**config.mk**
```make
export PLATFORM = sky130hd
export DESIGN_NAME = ftws_divider
export DESIGN_NICKNAME = d
export VERILOG_FILES = /design/src/hdl/frame_time_window_stats_top_defines.svh /design/src/hdl/ftws_pkg.sv /design/src/hdl/ftws_divider.sv
export SDC_FILE = /design/constraint.sdc
export NUM_CORES = 1
export LEC_CHECK = 0
export BUFFER_PORTS_ARGS = -buffer_cell sky130_fd_sc_hd__buf_4
export CAP_MARGIN = 20
export CORE_ASPECT_RATIO = 1.4
export CORE_UTILIZATION = 61
export CTS_BUF_LIST = sky130_fd_sc_hd__clkbuf_2
export CTS_CLUSTER_DIAMETER = 100
export DETAILED_ROUTE_END_ITERATION = 16
export PLACE_DENSITY_LB_ADDON = 0.12
export SYNTH_ARGS = -nofsm -noshare
export SYNTH_HDL_FRONTEND = slang
export SYNTH_SLANG_ARGS = --single-unit
export TNS_END_PERCENT = 50
```
**constraint.sdc**
```tcl
create_clock -name clk -period 8.4 [get_ports clk]
set_input_delay 1.68 -clock clk [delete_from_list [all_inputs] [get_ports clk]]
set_output_delay 1.68 -clock clk [all_outputs]
set_load 0.01 [all_outputs]
```
**src/hdl/frame_time_window_stats_top_defines.svh**
```systemverilog
// ----------------------------------------------------------------------------
// Assertion macros for the frame time window statistics block
// Shared property wrappers; every check is clocked on clk and is off in reset.
// ----------------------------------------------------------------------------
`ifndef FRAME_TIME_WINDOW_STATS_TOP_DEFINES_SVH
`define FRAME_TIME_WINDOW_STATS_TOP_DEFINES_SVH

// Same-cycle implication.
`define FTWS_ASSERT_IMPL(label, ante, cons, msg) \
  label: assert property (@(posedge clk) disable iff (!rst_n) (ante) |-> (cons)) \
    else $error(msg);

// Next-cycle implication.
`define FTWS_ASSERT_NEXT(label, ante, cons, msg) \
  label: assert property (@(posedge clk) disable iff (!rst_n) (ante) |=> (cons)) \
    else $error(msg);

`endif

```
**src/hdl/ftws_pkg.sv**
```systemverilog
// ----------------------------------------------------------------------------
// Frame time window statistics package
// Sizes, register indexes, class codes and shared types.
// ----------------------------------------------------------------------------
package ftws_pkg;

  localparam int BKT_COUNT = 60;
  localparam int BKT_IDX_W = $clog2(BKT_COUNT);
  localparam int MOD_W     = BKT_IDX_W + 1;

  localparam int RENDER_W  = 32;
  localparam int TS_W      = 64;
  localparam int TIME_W    = 16;
  localparam int RATE_W    = 16;
  localparam int CLASS_W   = 2;
  localparam int FRAMES_W  = 32;
  localparam int CFG_W     = 16;
  localparam int CFG_IDX_W = 3;

  localparam int DIV_W     = 64;
  localparam int DIV_CNT_W = $clog2(DIV_W);

  localparam int MS_PER_S  = 1000;
  localparam int PROD_W    = FRAMES_W + 10;

  typedef enum logic [CFG_IDX_W-1:0] {
    REG_BUCKET_PERIOD = 3'd0,
    REG_RATE_WINDOW   = 3'd1,
    REG_BUDGET        = 3'd2,
    REG_WARN          = 3'd3,
    REG_RATE_GOOD     = 3'd4,
    REG_RATE_WARN     = 3'd5
  } cfg_reg_t;

  localparam logic [CFG_W-1:0] RST_BUCKET_PERIOD = 16'd500;
  localparam logic [CFG_W-1:0] RST_RATE_WINDOW   = 16'd1000;
  localparam logic [CFG_W-1:0] RST_BUDGET        = 16'd16667;
  localparam logic [CFG_W-1:0] RST_WARN          = 16'd10000;
  localparam logic [CFG_W-1:0] RST_RATE_GOOD     = 16'd50;
  localparam logic [CFG_W-1:0] RST_RATE_WARN     = 16'd25;

  localparam logic [CLASS_W-1:0] CLS_GOOD = 2'd0;
  localparam logic [CLASS_W-1:0] CLS_WARN = 2'd1;
  localparam logic [CLASS_W-1:0] CLS_OVER = 2'd2;

  // Status of the shared divider.
  typedef struct packed {
    logic busy;
    logic done;
  } div_sts_t;

endpackage

```
**src/hdl/ftws_divider.sv**
```systemverilog
// ----------------------------------------------------------------------------
// Shared restoring divider
// One quotient bit per cycle; also tracks the quotient modulo the bucket count.
// ----------------------------------------------------------------------------
module ftws_divider
  import ftws_pkg::*;
(
  input  logic             clk,
  input  logic             rst_n,
  input  logic             start,
  input  logic [DIV_W-1:0] dividend,
  input  logic [DIV_W-1:0] divisor,
  output div_sts_t         sts,
  output logic [DIV_W-1:0] quotient,
  output logic [DIV_W-1:0] remainder,
  output logic [MOD_W-1:0] quo_mod
);

  logic                 busy_r, busy_nxt;
  logic                 done_r, done_nxt;
  logic [DIV_CNT_W-1:0] cnt_r, cnt_nxt;
  logic [DIV_W-1:0]     dvd_r, dvd_nxt;
  logic [DIV_W-1:0]     rem_r, rem_nxt;
  logic [DIV_W-1:0]     dsr_r, dsr_nxt;
  logic [MOD_W-1:0]     mod_r, mod_nxt;

  logic [DIV_W:0]   rem_sh;
  logic [DIV_W:0]   diff;
  logic             qbit;
  logic [MOD_W-1:0] mod_sh;

  always_comb begin
    rem_sh   = {rem_r, dvd_r[DIV_W-1]};
    diff     = rem_sh - {1'b0, dsr_r};
    qbit     = ~diff[DIV_W];
    mod_sh   = {mod_r[MOD_W-2:0], qbit};
    busy_nxt = busy_r;
    done_nxt = 1'b0;
    cnt_nxt  = cnt_r;
    dvd_nxt  = dvd_r;
    rem_nxt  = rem_r;
    dsr_nxt  = dsr_r;
    mod_nxt  = mod_r;
    if (start) begin
      busy_nxt = 1'b1;
      cnt_nxt  = '0;
      dvd_nxt  = dividend;
      rem_nxt  = '0;
      dsr_nxt  = divisor;
      mod_nxt  = '0;
    end else if (busy_r) begin
      // The quotient bits enter at the bottom of the dividend register.
      dvd_nxt = {dvd_r[DIV_W-2:0], qbit};
      rem_nxt = qbit ? diff[DIV_W-1:0] : rem_sh[DIV_W-1:0];
      mod_nxt = (mod_sh >= MOD_W'(BKT_COUNT)) ? mod_sh - MOD_W'(BKT_COUNT) : mod_sh;
      cnt_nxt = cnt_r + 1'b1;
      if (cnt_r == DIV_CNT_W'(DIV_W - 1)) begin
        busy_nxt = 1'b0;
        done_nxt = 1'b1;
      end
    end
  end

  always_ff @(posedge clk) begin
    if (!rst_n) begin
      busy_r <= 1'b0;
      done_r <= 1'b0;
      cnt_r  <= '0;
    end else begin
      busy_r <= busy_nxt;
      done_r <= done_nxt;
      cnt_r  <= cnt_nxt;
    end
    dvd_r <= dvd_nxt;
    rem_r <= rem_nxt;
    dsr_r <= dsr_nxt;
    mod_r <= mod_nxt;
  end

  assign sts.busy  = busy_r;
  assign sts.done  = done_r;
  assign quotient  = dvd_r;
  assign remainder = rem_r;
  assign quo_mod   = mod_r;

endmodule

```
[After elaboration in Yosys (flattened, before gate mapping)]
Index checks and enable logic that the tools add are counted.
Storage, ports and cells
  memory bits (writable): 0
  ROM bits: 0
  latch bits: 0
  flip-flop bits (word level): 207
  memories: 0
  logic and storage cells: 26
Cells by class
  equality and inequality tests: 1
  mux-type cells: 8
  multiply operators: 0
  magnitude comparators: 1
  bitwise logic cells: 3
  shift operators: 0
  div/mod/pow operators: 0
  reduce and logical (&&, ||, !) cells: 3
  add/sub/neg operators: 3
Operators with widths (count)
  $mux W64: 3
  $sub A65 B64 Y65: 1
  $ge A7 B6 Y1 const B: 1
  $mux W7: 1
  $sub A7 B6 Y7 const B: 1
  $add A6 B1 Y6 const B: 1
  $eq A6 B6 Y1 const B: 1
  $mux W1: 4
  $not A1 Y1: 3
  $reduce_or A3 Y1: 1
  $reduce_bool A2 Y1: 1
  $reduce_or A2 Y1: 1

[Depth between registers and ports, before layout]
  depth after elaboration: 4
  gate-level depth with buffers: 14
  depth with buffers taken out: 13

[Worst setup path before layout]
Ideal clock, no wire load.
  kind: input -> register
  start: in start
  end: reg dvd_r[0] (netlist: quotient[0]), enable pin
  cell stages on the path: 3
  arrival time: 3205 ps
  setup time: 418 ps
  path slack: 4777 ps
  cells stage by stage: nor2_1 clkbuf_1 inv_1
On the way
  word-level cells in the longest chain between the ends: 1
RTL lines
  from (decl): RTL line ftws_divider.sv:10  | input logic start,
  $reduce_bool A2 Y1 (no source line)
  to (signal assigned): RTL line ftws_divider.sv:74  | dvd_r <= dvd_nxt;
  to (decl): RTL line ftws_divider.sv:22  | logic [DIV_W-1:0] dvd_r, dvd_nxt;
No other way between the ends.
A chain may end at the register's enable or synchronous reset.

[Final worst setup path]
  start: reg dvd_r[63] (netlist: quotient[63])
  end: reg rem_r[23] (netlist: remainder[23])
On the way
  word-level cells in the longest chain between the ends: 2
RTL lines
  $sub A65 B64 Y65: RTL line ftws_divider.sv:34  | diff = rem_sh - {1'b0, dsr_r};
  $mux W64: RTL line ftws_divider.sv:54  | rem_nxt = qbit ? diff[DIV_W-1:0] : rem_sh[DIV_W-1:0];
  to (signal assigned): RTL line ftws_divider.sv:75  | rem_r <= rem_nxt;
  to (decl): RTL line ftws_divider.sv:23  | logic [DIV_W-1:0] rem_r, rem_nxt;
No other way between the ends.

==> impl_results.md <==
* H-tree levels at 2
* RSZ-0062 raised after global routing: no
* I/O pin count at 268
* Iter 0 DRT Violations at 585
* CP Launch Type: flip-flop
* Largest stage delay, worst path at 0.59 ns
* Total CTS buffers at 52
* Syn_nets at 1405
* DRT Wirelength at 33.91 mm
* Slowest-stage cell, CP: buf_4
* Post-synthesis cell count at 1207
* R2r setup slk at 4.07 ns
* Nets@finish at 1678
* Post-DP HPWL at 24.54 mm
* Root Buffer: clkbuf_2
* Post-CTS Hold Buffers at 0
* Largest net degree at the start of global routing at 65
* WP data arrival at 5.03 ns
* Max_cap viols at 0
* Post-Layout Cell Count at 1772
* Final Setup Violations at 0
* Synth area leader: edfxtp_1
* Crit. End Element: flip-flop
* Top_reg_cell synth: edfxtp_1
* Postcts setup bufs at 0
* WL per Instance at 19.14 um
* Vias per std cell at 5.959
* Antenna violations before repair at 1
* RD Place Congestion at 0.9275
* Initial core utilization at 62.75%
* Die Width at 121.5 um
* Minimum clock period at 4.331 ns
* Mean Syn Cell Area at 10.11 um2
* Most common cell in the netlist: edfxtp_1
* Die H at 169.3 um
* Seq cells post-synth at 207
* Vias in the first global route at 10823
* Peak VDD IR at 0.1378 mV
* Worst EP required at 9.10 ns
* Via count at 10560
* Cell Area, Synth at 12200 um2
* Fraction of layout cells with a size suffix above 1 at 31.25%
* Clk_lat worst skew at 0.82 ns
* Drt drc at 0
* Rows at 60
* Top cell type's share of synthesized area at 31.50%
* Static leakage at 6.563 nW
* Status: finished, final reports clean
* Top post-synthesis cells by count: edfxtp_1, nand2_1, nor2_1
* Crit-path cells: inv_1, ha_1, fa_1, nor2b_1, o211a_1, o21a_1, a2111o_1, a31oi_4, o31ai_2, a21oi_4, xnor2_4, buf_4, nand3_1, a311oi_2
* Core Util, Final at 76.24%
* Distinct cells, synth at 74
* First-pass iteration count of the detailed router at 7
* Antenna-violating nets left at 0
* CTS Buffer Depth at 3
* Core area at 19440 um2
* Reg clk slew, reported paths at 0.12 ns
* Slew headroom at 30.46%
* Port Buffers at 267
* Worst-path fanout max at 36
* Setup TNS at 0 ns
* Clk sinks at 207
* Slew Viols, Final at 0
* Crit Path Class: flip-flop to flip-flop
* HP Class: flip-flop to flip-flop
* Full die area at 20580 um2
* Final worst-path cycle share at 51.55%
* Cells after DPL at 1674
* CTS tree: yes
* Post-synthesis async set-or-reset flop share at 0%
* All-Layer GR Usage at 32.76%
* Max Fclk at 0.2309 GHz
* Largest cells by area after synthesis: edfxtp_1, dfxtp_1, ha_1, mux2_2, nand2_1
* Post-cts sizing count at 0
* Hold Violations, Final at 0
* Syn. warnings at 0
* Layout area overhead at 21.50%
* Worst Skew at 0.07865 ns
* Seq/Total Area, Yosys at 44.47%
* Post-synth EDFFs at 128
* First-pass GRT wire length at 53.03 mm
* Grt total ovfl at 0
* PD cells at 178.6 nW/um2
* Worst slew pin tran at 1.042 ns
sequential cells by signal (all words and copies together), names as in the netlist:
signal and flops:
cnt_r 6, quo_mod 7, remainder 64, busy_r 1, quotient 64, done_r 1
dsr_r 64
metrics by stage:
stage	cell area (um2)	setup slack [ns]	hold WS [ns]	power, mW
6_report	14820	4.069	0.4608	2.647
3_5_place_dp	14340	4.124	0.4474	1.958
4_1_cts	14820	4.049	0.4604	2.657
2_1_floorplan	12200	4.777	0.4537	1.695
5_1_grt	14820	3.765	0.5225	2.782
3_3_place_gp	14340	4.256	0.4424	1.942
cells in the final DEF, fill, tap and decap left out, types with 34 or more instances in the layout:
cell type | netlist | routed
o21ai_0 | 73 | 73
mux2_2 | 63 | 63
a21oi_1 | 78 | 78
nand2_1 | 127 | 127
nor2_1 | 80 | 78
edfxtp_1 | 128 | 128
dfxtp_1 | 79 | 78
xnor2_1 | 37 | 37
inv_1 | 76 | 75
ha_1 | 66 | 66
clkbuf_2 | 0 | 84
buf_4 | 4 | 275
a21o_1 | 34 | 34
logic make-up (layout without fill, tap and decap cells):
| logic type | after synthesis | count (layout) | synth area share (%) |
|---|---|---|---|
| adder cells (fa/ha/maj) | 67 | 67 | 6.933 |
| other | 0 | 1 | 0 |
| buffers and inverters | 133 | 449 | 4.420 |
| AND/OR/NAND/NOR | 328 | 328 | 12.48 |
| XOR/XNOR | 61 | 61 | 4.687 |
| flip-flops | 207 | 207 | 44.47 |
| AO/OA/AOI/OAI | 322 | 322 | 19.06 |
| multiplexers | 89 | 89 | 7.948 |
area by class of cell:
cell class	count	area [um2]
Tap cell	248	310.3
Fill cell	1385	4621
Inverter	76	285.3
Antenna cell	1	2.502
Timing Repair Buffer	276	2076
Clock buffer	84	420.4
Clock inverter	13	58.81
Multi-Input combinational cell	867	6241
Sequential cell	207	5429
worst max-delay path: cells and delay by family (launching register included):
kind | cells | cell delay [ns]
AO/OA/AOI/OAI | 7 | 1.62
XOR/XNOR | 1 | 0.56
adder cells (fa/ha/maj) | 2 | 0.64
buffers and inverters | 2 | 0.65
flip-flops | 1 | 0.36
AND/OR/NAND/NOR | 2 | 0.36
report_power, final:
part | leakage, nW | total (mW) | switching (mW) | internal [mW]
Clock | 0.373 | 0.702 | 0.438 | 0.264
Combinational | 4.27 | 0.709 | 0.391 | 0.318
Sequential | 1.92 | 1.24 | 0.0631 | 1.17
Total | 6.56 | 2.65 | 0.892 | 1.76
worst paths after layout:
kind                start       endpoint  depth (start not counted)
min reg2reg    quo_mod[6]     quo_mod[6]                          2
max          quotient[63]  remainder[23]                         14
max reg2reg  quotient[63]  remainder[23]                         14
min            quo_mod[6]     quo_mod[6]                          2
metal layers:
metal	part of all wire, %	vias to the layer above	wire, um	GRT usage [%]
met1	38	4997	12810	35.24
met3	7.0	115	2372	8.233
met2	51	422	17420	59.76
met5	0	-	0	0
li1	-	5026	-	-
met4	3.8	0	1304	14.22
No activity file was read; power rests on OpenSTA's default activity.
